`config.mk`:
```
export PLATFORM = sky130hd
export DESIGN_NAME = ets_mem
export DESIGN_NICKNAME = d
export VERILOG_FILES = /design/src/design/ets_pkg.sv /design/src/design/ets_mem.sv
export SDC_FILE = /design/constraint.sdc
export NUM_CORES = 2
export LEC_CHECK = 0
export BUFFER_PORTS_ARGS = -buffer_cell sky130_fd_sc_hd__buf_2
export CELL_PAD_IN_SITES_DETAIL_PLACEMENT = 0
export CELL_PAD_IN_SITES_GLOBAL_PLACEMENT = 1
export CORE_ASPECT_RATIO = 1.1
export CORE_MARGIN = 8
export CORE_UTILIZATION = 61
export DETAILED_ROUTE_END_ITERATION = 16
export PLACE_DENSITY_LB_ADDON = 0.15
export SYNTH_ARGS = -nofsm -noshare
export SYNTH_HDL_FRONTEND = slang
export SYNTH_SLANG_ARGS = --single-unit
```
`constraint.sdc`:
```
create_clock -name clk -period 10.85 [get_ports clk]
set_input_delay 1.6275 -clock clk [delete_from_list [all_inputs] [get_ports clk]]
set_output_delay 1.6275 -clock clk [all_outputs]
set_load 0.02 [all_outputs]
```
`src/design/ets_pkg.sv`:
```
// shared types, command and status codes for the event timer slot table
package ets_pkg;

	localparam int TIME_W = 48;
	localparam int ID_W   = 8;
	localparam int CMD_W  = 3;
	localparam int STAT_W = 2;

	localparam logic [CMD_W-1:0] CMD_CLEAR  = 3'd0;
	localparam logic [CMD_W-1:0] CMD_INSERT = 3'd1;
	localparam logic [CMD_W-1:0] CMD_REMOVE = 3'd2;
	localparam logic [CMD_W-1:0] CMD_ADJUST = 3'd3;
	localparam logic [CMD_W-1:0] CMD_QUERY  = 3'd4;
	localparam logic [CMD_W-1:0] CMD_HANDLE = 3'd5;

	localparam logic [STAT_W-1:0] ST_OK        = 2'd0;
	localparam logic [STAT_W-1:0] ST_FULL      = 2'd1;
	localparam logic [STAT_W-1:0] ST_NOT_FOUND = 2'd2;
	localparam logic [STAT_W-1:0] ST_EMPTY     = 2'd3;

	typedef struct packed {
		logic              valid;
		logic [ID_W-1:0]   id;
		logic [TIME_W-1:0] due;
	} entry_t;

endpackage

```
`src/design/ets_mem.sv`:
```
// slot table memory, one write port and one registered read port
module ets_mem
	import ets_pkg::*;
#(
	parameter int DEPTH = 64
) (
	input  logic                     clk,
	input  logic                     we,
	input  logic [$clog2(DEPTH)-1:0] waddr,
	input  entry_t                   wdata,
	input  logic [$clog2(DEPTH)-1:0] raddr,
	output entry_t                   rdata
);

	entry_t mem [DEPTH];
	entry_t rd_q;

	always_ff @(posedge clk) begin
		if (we) begin
			mem[waddr] <= wdata;
		end
		rd_q <= mem[raddr];
	end

	assign rdata = rd_q;

endmodule

```
Word-level counts from Yosys, hierarchy flattened

Memory sizes are Yosys's and may differ from the RTL's. A register that Yosys moved wholly into a read port is not among the register bits.
Index checks and enable logic that the tools add are counted.
Widths: inputs -> output; s select.

Output and inout port bits: 57
Bits in writable memories: 3648
Bits in registers: 0
Memories kept: 1

Memory list:

| name | words | width | read ports | clocked after memory_dff | wr ports | RTL line      | text |
|---|---|---|---|---|---|---|---|
| mem  | 64    | 57    | 1          | 1                        | 1        | ets_mem.sv:15 | `entry_t mem [DEPTH];` |

Mux-type cells: 2

Operators by type and width:

| cell   | number |
|---|---|
| $mux 1 | 2 |

Logic depth before layout (Yosys ltp)

Word-level depth: 2
Depth in mapped cells: 10
Mapped depth without buffers: 5

Worst setup path after synthesis

No wires, ideal clock.

Path kind: input to register
Start point: input waddr[3]
End point: memory mem[48][0] (netlist name) (enable)
Setup slack: 4279 ps
Buffers on the path: 1
Arrival: 6030 ps
Required time: 10308 ps
Stages: 4
Library setup time: 542 ps
Cells stage by stage: clkbuf_1 -> nor2b_1 -> nand4b_1 -> nor3_1

RTL lines:

| what        | RTL line      | text |
|---|---|---|
| from (decl) | ets_mem.sv:9  | `input logic [$clog2(DEPTH)-1:0] waddr,` |
| to (decl)   | ets_mem.sv:15 |  |

Straight into the memory's write port.

==> out/qor.txt <==
status = completed
Worst-Skew Late Latency = 0.97 ns
# nets final = 6169
register area share after synthesis = 79.33%
Wirelength per Cell = 38.92 um
largest family of logic cells by synthesized area = multiplexers
CP arrival = 5.19 ns
number of distinct library cells after synthesis = 37
Final GP Congestion = 0.7704
HPWL after DPL = 184.3 mm
DR top layer = met5
Worst R2R Start = mem[26][34]
Setup crit end kind = register
Slew Limit Fails = 0
Area contributors post-synth = edfxtp_1, mux4_2, dfxtp_1
HP Class = reg -> reg
Clock transition at path regs = 0.06 ns
Final period util = 40.43%
Final Hold Fails = 0
first-pass GRT wire length = 509.6 mm
TritonCTS Sinks = 3705
post-route cell area = 155400 um2
Synth Area in Simple Gates = 0.8582%
CTS tree = yes
setup tns final = 0 ns
Worst setup SP type = input port
total setup buffers inserted after CTS = 0
Inserted Clock Buffers = 367
synthesis-to-layout area growth = 11.36%
Compound-Gate Fraction of Synth Area = 1.545%
Die Area = 244300 um2
Most used DFF post-synth = edfxtp_1
initial antenna violation count = 30
RSZ-0062 raised after global routing = false
vias in the first global route = 66710
number of synthesized flops with an enable pin = 3648
CTS Buffer Depth = 4
Mapped Avg Cell Area = 24.22 um2
Reg2Reg Capture Point = rdata[34]
Total GRT Usage = 29.63%
yosys warns = 0
core area = 227900 um2
Initial Util = 61.22%
top-count cell post-synth = edfxtp_1
top cell type's share of synthesized area = 78.51%
number of DRC markers in iteration 0 = 9316
Vias/cell = 7.079
Synth async-reset ratio = 0%
drt first pass iters = 5
CP Data Required Time = 11.66 ns
max-cap violations = 0
routed wl met3 = 36.41 mm
Post-Route WL = 363.6 mm
maximum vdd ir drop = 0.0001850 V
I/O pins = 128
Peak Freq = 227.9 MHz
Port Buf Inserts = 127
share of cells above drive strength 1 = 29.66%
remaining antenna violation count after routing = 0
H-tree Lvls = 5
adder-cell share of the synthesized area = 0%
Crit Path Class = in -> reg
Post-synth top cells = edfxtp_1, mux4_2, o22ai_1
Final min period = 4.387 ns
pin count of the biggest net entering global routing = 111
crit-path max FO = 110
Synth area leader = edfxtp_1
Die H = 517.6 um
Layout Cells excl Fill = 9343
DRC Markers = 0
Resized Gates After CTS = 0
Placement Cell Area = 144100 um2
M1 WL = 135.3 mm
Synth Area in XOR/XNOR = 0%
Synth Net Count = 5831
die width = 472 um
CP Launch Point = raddr[0]
final hold slack = 0.8749 ns
vias = 66140
row cnt = 184
post-synthesis cell area = 139500 um2
final-layout fill cell count = 13900
final setup violating endpoints = 0
Syn Inst Count = 5760
PnR Total Power = 29.36 mW
hold_buf cts = 0
cell count after placement = 8705
clock skew = 0.04377 ns
Worst R2R Path Depth = 4
Worst Setup EP = rdata[26]
mux cell area share after synthesis = 17.07%
R2R Setup Slk = 8.74 ns
global route total overflow = 0
Lkg Pwr = 48.22 nW
measured slew at the worst slew-check pin = 1.265 ns
Root Buffer = clkbuf_16
Pwr Density = 189.0 nW/um2
synthesized flop and latch total = 3705
Worst slew margin = 15.68%
met2 wire len = 178.8 mm
registers in the layout, summed over array words and instances (netlist names):
register  flops
mem        3648
rdata        57
per-stage QoR:
stage / util, % / setup slack [ns]
after floorplan: - / 4.279
after global placement: 63.22 / 5.440
after detailed placement: 63.22 / 5.465
after CTS: 68.16 / 6.471
after global routing: 68.16 / 6.197
final: 68.17 / 6.463
final cells by class:
cell class	instances	area, um2	share of cell area (%)
Sequential cell	3705	110700	71.24
Clock buffer	496	10020	6.447
Inverter	1	8.758	0.005637
Antenna cell	8	20.02	0.01288
Multi-Input combinational cell	1739	27680	17.82
Clock inverter	134	1247	0.8029
Tap cell	2976	3724	2.397
Timing Repair Buffer	284	1984	1.277
routing by layer:
| layer | GRT usage, % | vias to the layer above |
|---|---|---|
| met5 | 0 | - |
| met4 | 9.380 | 10 |
| met3 | 5.208 | 696 |
| met2 | 47.86 | 3876 |
| met1 | 42.26 | 36030 |
| li1 | - | 25530 |
cell usage in the layout (no fill, tap or decap), types with 3 or more instances in the layout:
cell and count:
edfxtp_1 3648, mux4_2 998, clkbuf_16 373, o22ai_1 171
buf_4 147, buf_2 123, clkbuf_1 101, mux2i_1 87
nor2_1 79, nand2_1 73, nor2_4 62, dfxtp_1 57
clkinv_1 51, clkinv_2 44, mux2_2 42, a21oi_1 38
a31oi_1 28, o21ai_0 28, o221ai_1 25, bufinv_16 24
clkbuf_8 22, nand3_1 20, o22a_1 19, clkinvlp_4 13
a211o_1 12, buf_12 11, nand2b_1 9, diode_2 8
nor3_1 7, nor2b_1 6, o221a_2 6, or2_2 3
or3_1 3, inv_6 3, buf_8 3
critical path, stage by stage:
cell     delay (ns)
buf_12         0.52
buf_12         0.57
buf_4          0.70
mux4_2         0.60
mux2i_1        0.16
o22ai_1        0.10
o21ai_0        0.34
nor3_1         0.10
power by group:
group	total [mW]	internal, mW	switching, mW
clock network	12.1	7.00	5.12
logic	1.33	0.506	0.822
registers	15.9	15.9	0.0701
total	29.4	23.4	6.01
kinds of logic (layout without fill, tap and decap cells):
family / count (synthesis) / count (layout)
other: 0 / 8
and+or+nand+nor: 282 / 282
buffers and inverters: 316 / 915
muxes: 1127 / 1127
AOI/OAI and AO/OA: 330 / 330
DFF: 3705 / 3705
worst min path at each step:
stage          startpoint  endpoint  depth (start not counted)
3_5_place_dp   mem[34][3]  rdata[3]                          4
2_1_floorplan  mem[63][6]  rdata[6]                          5
3_3_place_gp   mem[36][2]  rdata[2]                          4
5_1_grt        mem[35][3]  rdata[3]                          4
6_report       mem[40][6]  rdata[6]                          5
4_1_cts        mem[44][1]  rdata[1]                          5
(Power assumes the default switching activity.)
