`src/design/ets_pkg.sv`:
```
// shared types, command and status codes for the event timer slot table
package ets_pkg;

	localparam int TIME_W = 48;
	localparam int ID_W   = 8;
	localparam int CMD_W  = 3;
	localparam int STAT_W = 2;

	localparam logic [CMD_W-1:0] CMD_CLEAR  = 3'd0;
	localparam logic [CMD_W-1:0] CMD_INSERT = 3'd1;
	localparam logic [CMD_W-1:0] CMD_REMOVE = 3'd2;
	localparam logic [CMD_W-1:0] CMD_ADJUST = 3'd3;
	localparam logic [CMD_W-1:0] CMD_QUERY  = 3'd4;
	localparam logic [CMD_W-1:0] CMD_HANDLE = 3'd5;

	localparam logic [STAT_W-1:0] ST_OK        = 2'd0;
	localparam logic [STAT_W-1:0] ST_FULL      = 2'd1;
	localparam logic [STAT_W-1:0] ST_NOT_FOUND = 2'd2;
	localparam logic [STAT_W-1:0] ST_EMPTY     = 2'd3;

	typedef struct packed {
		logic              valid;
		logic [ID_W-1:0]   id;
		logic [TIME_W-1:0] due;
	} entry_t;

endpackage

```
`src/design/ets_sub.sv`:
```
// shared 48-bit subtract and compare unit
module ets_sub
	import ets_pkg::*;
(
	input  logic [TIME_W-1:0] a,
	input  logic [TIME_W-1:0] b,
	output logic [TIME_W-1:0] diff,
	output logic              borrow
);

	logic [TIME_W:0] wide;

	assign wide   = {1'b0, a} - {1'b0, b};
	assign diff   = wide[TIME_W-1:0];
	assign borrow = wide[TIME_W];

endmodule

```
`config.mk`:
```
export PLATFORM = sky130hd
export DESIGN_NAME = ets_sub
export DESIGN_NICKNAME = d
export VERILOG_FILES = /design/src/design/ets_pkg.sv /design/src/design/ets_sub.sv
export SDC_FILE = /design/constraint.sdc
export NUM_CORES = 1
export LEC_CHECK = 0
export ABC_AREA = 1
export BUFFER_PORTS_ARGS = -buffer_cell sky130_fd_sc_hd__buf_2
export CAP_MARGIN = 20
export CORE_UTILIZATION = 25
export DETAILED_ROUTE_END_ITERATION = 8
export GPL_TIMING_DRIVEN = 0
export SLEW_MARGIN = 40
export SYNTH_ARGS = -nofsm -noshare
export SYNTH_HDL_FRONTEND = slang
export SYNTH_SLANG_ARGS = --single-unit
```
`constraint.sdc`:
```
create_clock -name vclk -period 5.4
set_input_delay 1.08 -clock vclk [all_inputs]
set_output_delay 1.08 -clock vclk [all_outputs]
set_load 0.01 [all_outputs]
```
## Word level (Yosys, flattened, before mapping)

Index checks and enable logic that the tools add are counted.

- Word-level logic and storage cells: 1
- Register bits: 0
- Bits of input ports: 96

- Add/sub/neg operators: 1

Operators by type and width:

| cell | count |
|---|---|
| $sub A48 B48 Y49 | 1 |

## Depth between registers and ports, before layout

Gate-level depths: netlist of the first run.

- Depth in word-level cells: 1
- Gate-level depth with buffers: 14

## Worst setup path before layout of the first run

No wires, ideal clock.

- Kind: in2out
- Start point: input port a[0]
- End point: output port diff[36]
- Stages: 13
- Path slack: 1836 ps
- Arrival: 2484 ps
- Data required time: 4320 ps
- Buffers on the path: 0
- Path through: inv_1 ha_1 fa_1 inv_1 nand2_1 nand2_1 and2_1 nand3b_1 nand3_2 nand2_1 nand2_1 nand2_1 nand2_1

- Longest elaborated chain between the ends: 1

RTL lines:

| item | RTL line | source |
|---|---|---|
| start, declared | ets_sub.sv:5 | `input logic [TIME_W-1:0] a,` |
| $sub A48 B48 Y49 | ets_sub.sv:13 | `assign wide = {1'b0, a} - {1'b0, b};` |
| end, declared | ets_sub.sv:7 | `output logic [TIME_W-1:0] diff,` |

No other way between the ends.

## Final worst setup path of the first run

- Start point: input port a[0]
- End point: output port diff[24]

The elaborated chain is that of the path after synthesis.

==> results of run 1 <==
[area by class of cell]
| class | instances | share of cell area (%) |
|---|---|---|
| inverters | 275 | 18.35 |
| multi-input cells | 693 | 63.65 |
| well taps | 229 | 5.095 |
| repair buffers | 145 | 12.90 |
[cells in the final DEF, fill, tap and decap left out, types with 2 or more instances in the layout]
cell type,count
and2_1,3
nand2_2,24
or2_1,2
xor2_1,24
nor3_1,3
nor2_2,28
nor3_2,3
o21bai_1,4
nor2_1,60
a21oi_1,27
ha_1,48
nor4_1,2
nand3_1,36
inv_1,268
nand3_2,8
nand4_1,11
buf_2,145
inv_2,7
nand2_1,393
nand3b_1,2
nor2_4,6
[final timing paths]
| check | slack [ps] | from | endpoint |
|---|---|---|---|
| max | 1350 | a[0] | diff[24] |
| min | 2500 | b[0] | diff[0] |
[cell usage after synthesis]
cell and number:
a21o_1 1, a21oi_1 27, and2_1 3, and2_2 1
and2_4 1, and3_1 1, fa_1 1, ha_1 48
inv_1 268, inv_2 7, nand2_1 393, nand2_2 24
nand3_1 36, nand3_2 8, nand3b_1 2, nand4_1 11
nor2_1 60, nor2_2 28, nor2_4 6, nor2b_1 1
nor3_1 3, nor3_2 3, nor4_1 2, o211ai_1 1
o21ai_0 1, o21bai_1 4, or2_1 2, xnor2_1 1
xor2_1 24
[worst max-delay path, cell delays in order]
cell	delay (ps)
buf_2	80
inv_1	30
ha_1	210
fa_1	420
inv_1	160
nand2_1	70
nand2_1	90
nand3_1	70
nand2_1	150
nand2_1	80
nand3_2	90
xor2_1	240
buf_2	180
[metrics by stage]
stage                     cells  area, µm²  hold slack (ps)
after CTS                  1342       5624             2503
after global placement     1342       5624             2498
after detailed placement   1342       5624             2503
final                      1342       5624             2500
after global routing       1342       5624             2530
after floorplan             968       4612             2308
[metal layers]
layer  global-route usage (%)  up-vias
met2                    30.40      110
met5                        0        -
met4                    3.321        0
met1                    22.96     2376
met3                   0.5887       20
li1                         -     3104
[power breakdown]
| group | total [mW] | internal, mW | switching, mW | leakage [nW] |
|---|---|---|---|---|
| Clock | 0 | 0 | 0 | 0 |
| Sequential | 0 | 0 | 0 | 0 |
| Combinational | 0.641 | 0.233 | 0.409 | 3.83 |
| Total | 0.641 | 0.233 | 0.409 | 3.83 |
[kinds of logic (layout without fill, tap and decap cells)]
logic type | count (synthesis) | count (layout)
buffers and inverters | 275 | 420
AOI/OAI and AO/OA | 34 | 34
adders and majority gates | 49 | 49
xor gates and xnor gates | 25 | 25
and+or+nand+nor | 585 | 585
==> flow_summary.json, run 1 <==
{
  "clkbuf_count": 0,
  "design.seq.count": 0,
  "num-fill-cells": 2178,
  "drt_iter0_markers": 345,
  "grt_pass1_vias": 5223,
  "netlist_area_um2": 4612,
  "ant_nets": 0,
  "cp.required_ps": 4320,
  "status": "complete, no violations",
  "synth_top_area_cell": "nand2_1",
  "place_ws_ps": 1357,
  "netlist.area_leader.share_pct": 31.99,
  "wl_met2_um": 7577,
  "highest_layer": "met4",
  "worstMarginPinSlew_ps": 328.5,
  "seq_area_um2": 0,
  "synth.area.mux_share_pct": 0,
  "via_per_inst": 4.180,
  "cts-resized-gates": 0,
  "setup_violations": 0,
  "initial_core_util_pct": 25.59,
  "drc_errors": 0,
  "cts_hold_buffers": 0,
  "post_drt_wl_per_cell_um": 12.07,
  "synth.avg_cell_area_um2": 4.764,
  "met3_length_um": 619,
  "drv_cap": 0,
  "overflow": 0,
  "finalSetupTns_ps": 0,
  "grt_pass1_wl_um": 25180,
  "ir_drop_uv": 43.21,
  "ys_warn_count": 0,
  "die_h_um": 137.8,
  "drive_above_1_share_pct": 20.04,
  "yosys.area_share.simple_pct": 55.40,
  "syn_nets": 1113,
  "std_cell_rows": 49,
  "hold_path.class": "primary input to output port",
  "port_buffers": 145,
  "hold-path-cell-count": 4,
  "num_vias": 5610,
  "die_width_um": 137.8,
  "synth_xor_area_share_pct": 4.748,
  "yosys-top-cells-area": "nand2_1 (32%), inv_1 (22%), ha_1 (13%)",
  "track_usage_pct": 17.14,
  "drt-met1-wl_um": 7656,
  "critPathKind": "primary input to output port",
  "power_density_nw_per_um2": 114.0,
  "synthCells": 968,
  "max_freq_mhz": 247.2,
  "drt-total-wl_um": 16200,
  "hold_viol": 0,
  "die-area_um2": 18990,
  "gp_congestion": 0.9396,
  "drv_slew": 0,
  "seq_area_frac_synth_pct": 0,
  "ios": 145,
  "p_leak_nw": 3.827,
  "antenna_found_initial": 0,
  "grt_max_degree": 7,
  "dr.pass1.iters": 5,
  "period_needed_ps": 4046,
  "core_area_um2": 18020,
  "dpl.hpwl_um": 15000,
  "post_cts_buffers": 0,
  "min_period_over_period_pct": 74.92,
  "multiInputGateArea_um2": 3580,
  "rsz0062_at_grt": "false",
  "synth_compound_area_share_pct": 4.015,
  "cp.arrival_ps": 2970,
  "synthToLayoutAreaGrowth_pct": 21.95,
  "synth_top_family_by_area": "simple AND/OR/NAND/NOR gates",
  "final_nets": 1260,
  "n_antenna_cell": 0,
  "synth-adder-area-share_pct": 13.46,
  "start_kind": "primary input",
  "cp_max_fo": 3,
  "fin_ws_ps": 1354,
  "utilization_pct": 31.20,
  "p_total_uw": 641.1,
  "yosysUniqueCellTypes": 29,
  "slew_headroom_pct": 78.10,
  "endpoint_kind": "output port"
}
(Power assumes the default switching activity.)
==> run 2, diff against run 1 <==
--- a/config.mk
+++ b/config.mk
@@ -5,7 +5,7 @@
 export SDC_FILE = /design/constraint.sdc
 export NUM_CORES = 1
 export LEC_CHECK = 0
-export ABC_AREA = 1
+export ABC_AREA = 0
 export BUFFER_PORTS_ARGS = -buffer_cell sky130_fd_sc_hd__buf_2
 export CAP_MARGIN = 20
 export CORE_UTILIZATION = 25
==> constraint.sdc (replaced) <==
create_clock -name vclk -period 4.1
set_input_delay 0.82 -clock vclk [all_inputs]
set_output_delay 0.82 -clock vclk [all_outputs]
set_load 0.01 [all_outputs]
==> run 2 against run 1 <==
Net effect: the run now ends with setup timing left; global-route usage decreased by 2.8 points; non-clock buffer count up 23; first-iteration DRC count fell by 61%; hold slack worse by 520 ps.
==> flow_summary.json, run 2 <==
{
  "drt_iter0_markers": 134,
  "yosysMostFrequentCell": "inv_1",
  "grt_pass1_wl_um": 14570,
  "setup_violations": 1,
  "ir_drop_uv": 90.49,
  "hold_viol": 0,
  "period_needed_ps": 4121,
  "top_usage_layer": "met2",
  "power_density_nw_per_um2": 183.4,
  "overflow": 0,
  "grt_max_degree": 10,
  "grt_pass1_vias": 3397,
  "layout_commonest_cell": "buf_2",
  "p_leak_nw": 2.183,
  "die-area_um2": 12170,
  "grt_util_met3_pct": 1.470,
  "synth_common_cells": "inv_1 (60), a21oi_1 (54), ha_1 (48), nand2_1 (34), xnor2_1 (30)",
  "finalSetupTns_ps": -21.13,
  "ant_nets": 0,
  "antenna_found_initial": 1,
  "initial_core_util_pct": 25.68,
  "design.seq.count": 0,
  "post_drt_wl_per_cell_um": 12.96,
  "drive_above_1_share_pct": 36.13,
  "hold_path.class": "primary input to output port",
  "core_area_um2": 11420,
  "dpl.hpwl_um": 7996,
  "ys_warn_count": 0,
  "drc_errors": 0,
  "num_vias": 3589,
  "yosysUniqueCellTypes": 56,
  "worstMarginPinSlew_ps": 416.5,
  "endpoint_kind": "output port",
  "start_kind": "primary input",
  "synthToLayoutAreaGrowth_pct": 44.33,
  "yosys-top-cells-area": "ha_1 (20%), a21oi_1 (9.2%), xnor2_1 (9.0%)",
  "mostFrequentLayoutCells": "buf_2 (143), inv_1 (58), a21oi_1 (46)",
  "violations": "setup timing",
  "grt_util_met1_pct": 17.91,
  "critPathKind": "primary input to output port",
  "die_h_um": 110.3,
  "cp.arrival_ps": 3300,
  "cp_max_fo": 4,
  "die_width_um": 110.3,
  "grt.met2_usage_pct": 27.64,
  "clkbuf_count": 0,
  "dr.pass1.iters": 4,
  "netlist_area_um2": 2933,
  "track_usage_pct": 14.37,
  "port_buffers": 145,
  "drv_cap": 0,
  "syn_nets": 586,
  "seq_area_um2": 0,
  "netlist.area_leader.share_pct": 20.48,
  "std_cell_rows": 39,
  "max_freq_mhz": 242.7,
  "synth_top_area_cell": "ha_1",
  "status": "finished, violations left",
  "slew_headroom_pct": 71.94,
  "rsz0062_at_grt": "true",
  "gp_congestion": 0.8394,
  "min_period_over_period_pct": 100.5,
  "synth.avg_cell_area_um2": 6.650,
  "cp.required_ps": 3280,
  "final_nets": 742,
  "seq_area_frac_synth_pct": 0,
  "fin_ws_ps": -21.13,
  "cts_hold_buffers": 0,
  "synthCells": 441,
  "via_per_inst": 4.857,
  "drv_slew": 0,
  "hold-path-cell-count": 4,
  "drt-total-wl_um": 9574,
  "utilization_pct": 37.07,
  "ios": 145
}
## run 2: changes by cell type after synthesis, moves of 9 or more
| cell | change |
|---|---|
| o21ai_0 | +18 |
| xnor2_1 | +29 |
| nand3_1 | -26 |
| nand2_1 | -359 |
| a21o_1 | +20 |
| clkbuf_1 | +11 |
| o21a_1 | +9 |
| nand2_2 | -24 |
| inv_1 | -208 |
| nor2_1 | -34 |
| o21ai_1 | +13 |
| nor2_2 | -28 |
| xor2_1 | -12 |
| a21oi_1 | +27 |
## run 2: repair_timing
item,4_1_cts,5_1_grt
pin swaps,13,18
setup endpoints to repair,24,19
cloned,0,0
resized for setup,23,37
buffers inserted,7,8
## run 2: worst paths after layout
path              endpoint  start  slack [ps]
hold / removal     diff[0]   b[0]        1980
setup / recovery  diff[44]   b[0]         -20
## run 2: critical path, stage by stage
cell and delay [ps]:
buf_6 100, ha_4 160, fa_2 360, and2b_1 210, o21ai_2 80, nand2b_4 90
a31oi_4 90, o311a_4 350, o311a_4 350, o211ai_4 190, a311oi_2 130, xnor2_1 200
buf_2 160
## run 2: final cells by class
class | instances | area (µm²)
inverter | 60 | 230.2
timing repair buffer | 160 | 874.6
multi-input combinational | 367 | 2907
buffer | 8 | 40.04
tap | 143 | 178.9
antenna | 1 | 2.502
fill | 1251 | 7186
## run 2: stage by stage
stage | power [mW] | setup WS [ps] | cells | instance area (µm²) | hold WS, ps
after global routing | 0.8612 | -175.8 | 738 | 4230 | 2007
after CTS | 0.7352 | -84.78 | 733 | 3994 | 1976
after floorplan | 0.4611 | 68.42 | 441 | 2933 | 1788
final | 0.7761 | -21.13 | 739 | 4233 | 1976
after global placement | 0.6896 | -308.8 | 729 | 3837 | 1980
after detailed placement | 0.6973 | -364.9 | 729 | 3837 | 1989
## run 2: kinds of logic after synthesis
family,count (synthesis),synth area share (%)
adder cells (fa/ha/maj),49,21.16
AO/OA/AOI/OAI,163,37.59
AND/OR/NAND/NOR,112,18.56
XOR/XNOR,42,12.54
multiplexers,1,0.3413
buffers and inverters,74,9.812
## run 2: metal layers
layer	wire, µm	up-vias
met1	4318	1608
met4	23	0
met3	611	2
met5	0	-
li1	-	1871
met2	4620	108
## run 2: where the power goes
group	total, mW	internal, mW	switching, mW	leakage, nW
Combinational	0.776	0.355	0.421	2.18
Sequential	0	0	0	0
Clock	0.0000000326	0.0000000326	0	0.00000634
==> run 3, diff against run 2 <==
--- a/config.mk
+++ b/config.mk
@@ -8,9 +8,12 @@
 export ABC_AREA = 0
 export BUFFER_PORTS_ARGS = -buffer_cell sky130_fd_sc_hd__buf_2
 export CAP_MARGIN = 20
-export CORE_UTILIZATION = 25
+export CELL_PAD_IN_SITES_DETAIL_PLACEMENT = 1
+export CELL_PAD_IN_SITES_GLOBAL_PLACEMENT = 2
+export CORE_UTILIZATION = 24
 export DETAILED_ROUTE_END_ITERATION = 8
 export GPL_TIMING_DRIVEN = 0
+export PLACE_DENSITY_LB_ADDON = 0.1
 export SLEW_MARGIN = 40
 export SYNTH_ARGS = -nofsm -noshare
 export SYNTH_HDL_FRONTEND = slang
==> run 3 against run 2 <==
Net effect: the flow now finishes without violations; sequential cell count unchanged; hold slack worse by 5.7 ps; cell count up 0.27%; cell area grew 0.65%; core utilization decreased by 1.5 points; via count rose by 1.0%; clock-buffer cell count is the same; global-route usage increased by 1.2 points; critical endpoint unchanged.
==> flow_summary.json, run 3 (synthesized netlist as in run 2, its figures left out) <==
{
  "clkbuf_count": 0,
  "cp.arrival_ps": 3250,
  "switching_power_uw": 431.4,
  "rsz0062_at_grt": "true",
  "endpoint_kind": "output port",
  "dpl.hpwl_um": 8773,
  "port_buffers": 145,
  "num-fill-cells": 1553,
  "cp_max_fo": 4,
  "cts_hold_buffers": 0,
  "critPathKind": "primary input to output port",
  "num_vias": 3625,
  "setup.worst_path.start": "a[0]",
  "place_inst": 733,
  "core_area_um2": 11960,
  "slew_headroom_pct": 70.14,
  "die_h_um": 112.5,
  "p_clk_share_pct": 0,
  "utilization_pct": 35.62,
  "fin_ws_ps": 32.73,
  "drv_slew": 0,
  "ir_drop_uv": 85.24,
  "std_cell_rows": 40,
  "max_freq_mhz": 245.9,
  "final_nets": 741,
  "power_density_nw_per_um2": 185.2,
  "status": "complete, no violations",
  "via_per_inst": 4.892,
  "hold_viol": 0,
  "track_usage_pct": 15.61,
  "initial_core_util_pct": 24.52,
  "p_leak_nw": 2.202,
  "drive_above_1_share_pct": 38.05,
  "hold_path.class": "primary input to output port",
  "mostFrequentLayoutCells": "buf_2 (143), inv_1 (58), a21oi_1 (45)",
  "ios": 145,
  "gp_congestion": 0.7800,
  "design.seq.count": 0,
  "antenna_found_initial": 0,
  "grt_pass1_wl_um": 16880,
  "comb_power_share_pct": 100.0,
  "die_width_um": 112.5,
  "swShare_pct": 54.67,
  "die-area_um2": 12670,
  "worstMarginPinSlew_ps": 444.9,
  "ant_nets": 0,
  "fin_cells": 741,
  "period_needed_ps": 4067,
  "dr.pass1.iters": 4,
  "start_kind": "primary input",
  "p_total_uw": 789.2,
  "setup_violations": 0,
  "grt_max_degree": 10,
  "drc_errors": 0,
  "drt_iter0_markers": 84,
  "overflow": 0,
  "synthToLayoutAreaGrowth_pct": 45.26,
  "grt_pass1_vias": 3628,
  "cp.required_ps": 3280,
  "post_drt_wl_per_cell_um": 13.74,
  "seq_area_um2": 0,
  "drt-total-wl_um": 10180,
  "drv_cap": 0,
  "n_antenna_cell": 0,
  "hp-start": "b[0]",
  "p_int_uw": 357.8,
  "p_seq_share_pct": 0,
  "place_ws_ps": -388.8,
  "layout_commonest_cell": "buf_2",
  "min_period_over_period_pct": 99.20
}
==> run 3: changes by cell type in the layout (fill, tap and decap cells not counted), sizes merged <==
cell	change
clkbuf	-1
diode	-1
==> run 3: final cells by class <==
cell class         instances  area, µm²  area share [%]
plain buffers              7      37.54          0.8811
multi-input cells        367       2940           69.02
repair buffers           160      870.8           20.44
well taps                147      183.9           4.317
inverters                 60      227.7           5.345
==> run 3: worst max-delay path, stage by stage <==
cell and delay, ps:
buf_8 70, inv_4 30, ha_4 150, fa_2 340
and2b_1 220, o21ai_2 70, nand2b_4 80, a31oi_4 110
o311a_4 350, o311a_4 370, o211ai_4 200, a311oi_2 130
xnor2_1 160, buf_2 150
==> run 3: through the flow <==
step | area, µm² | TNS [ps] | hold WS, ps
3_5_place_dp | 3842 | -3919 | 1992
6_report | 4260 | 0 | 1970
5_1_grt | 4260 | -216.3 | 1995
2_1_floorplan | 2933 | 0 | 1788
3_3_place_gp | 3842 | -3435 | 1975
4_1_cts | 4040 | -292.6 | 1981
==> run 3: worst paths after layout <==
path,depth (start not counted),endpoint
hold / removal,4,diff[0]
setup / recovery,14,diff[44]
==> run 3: what timing repair did <==
| action | in CTS | in global routing |
|---|---|---|
| setup endpoints to repair | 24 | 22 |
| gates resized for setup | 27 | 45 |
| pin swaps | 19 | 27 |
| buffers inserted | 9 | 6 |
| endpoints found under the hold margin | 0 | 0 |
==> run 3: routing by layer <==
| metal | global-route usage (%) | share of wire, % | vias to the layer above |
|---|---|---|---|
| met3 | 0.2160 | 3.0 | 0 |
| met2 | 27.86 | 47 | 86 |
| met1 | 22.22 | 50 | 1668 |
| li1 | - | - | 1871 |
| met5 | 0 | 0 | - |
| met4 | 0 | 0 | 0 |
==> run 3: power groups by stage <==
stage	Clock, mW	Combinational, mW	Sequential (mW)
floorplan	0	0.461	0
global placement	0	0.706	0
CTS	0	0.757	0
finish	0	0.789	0
detailed placement	0	0.713	0
global route	0	0.874	0
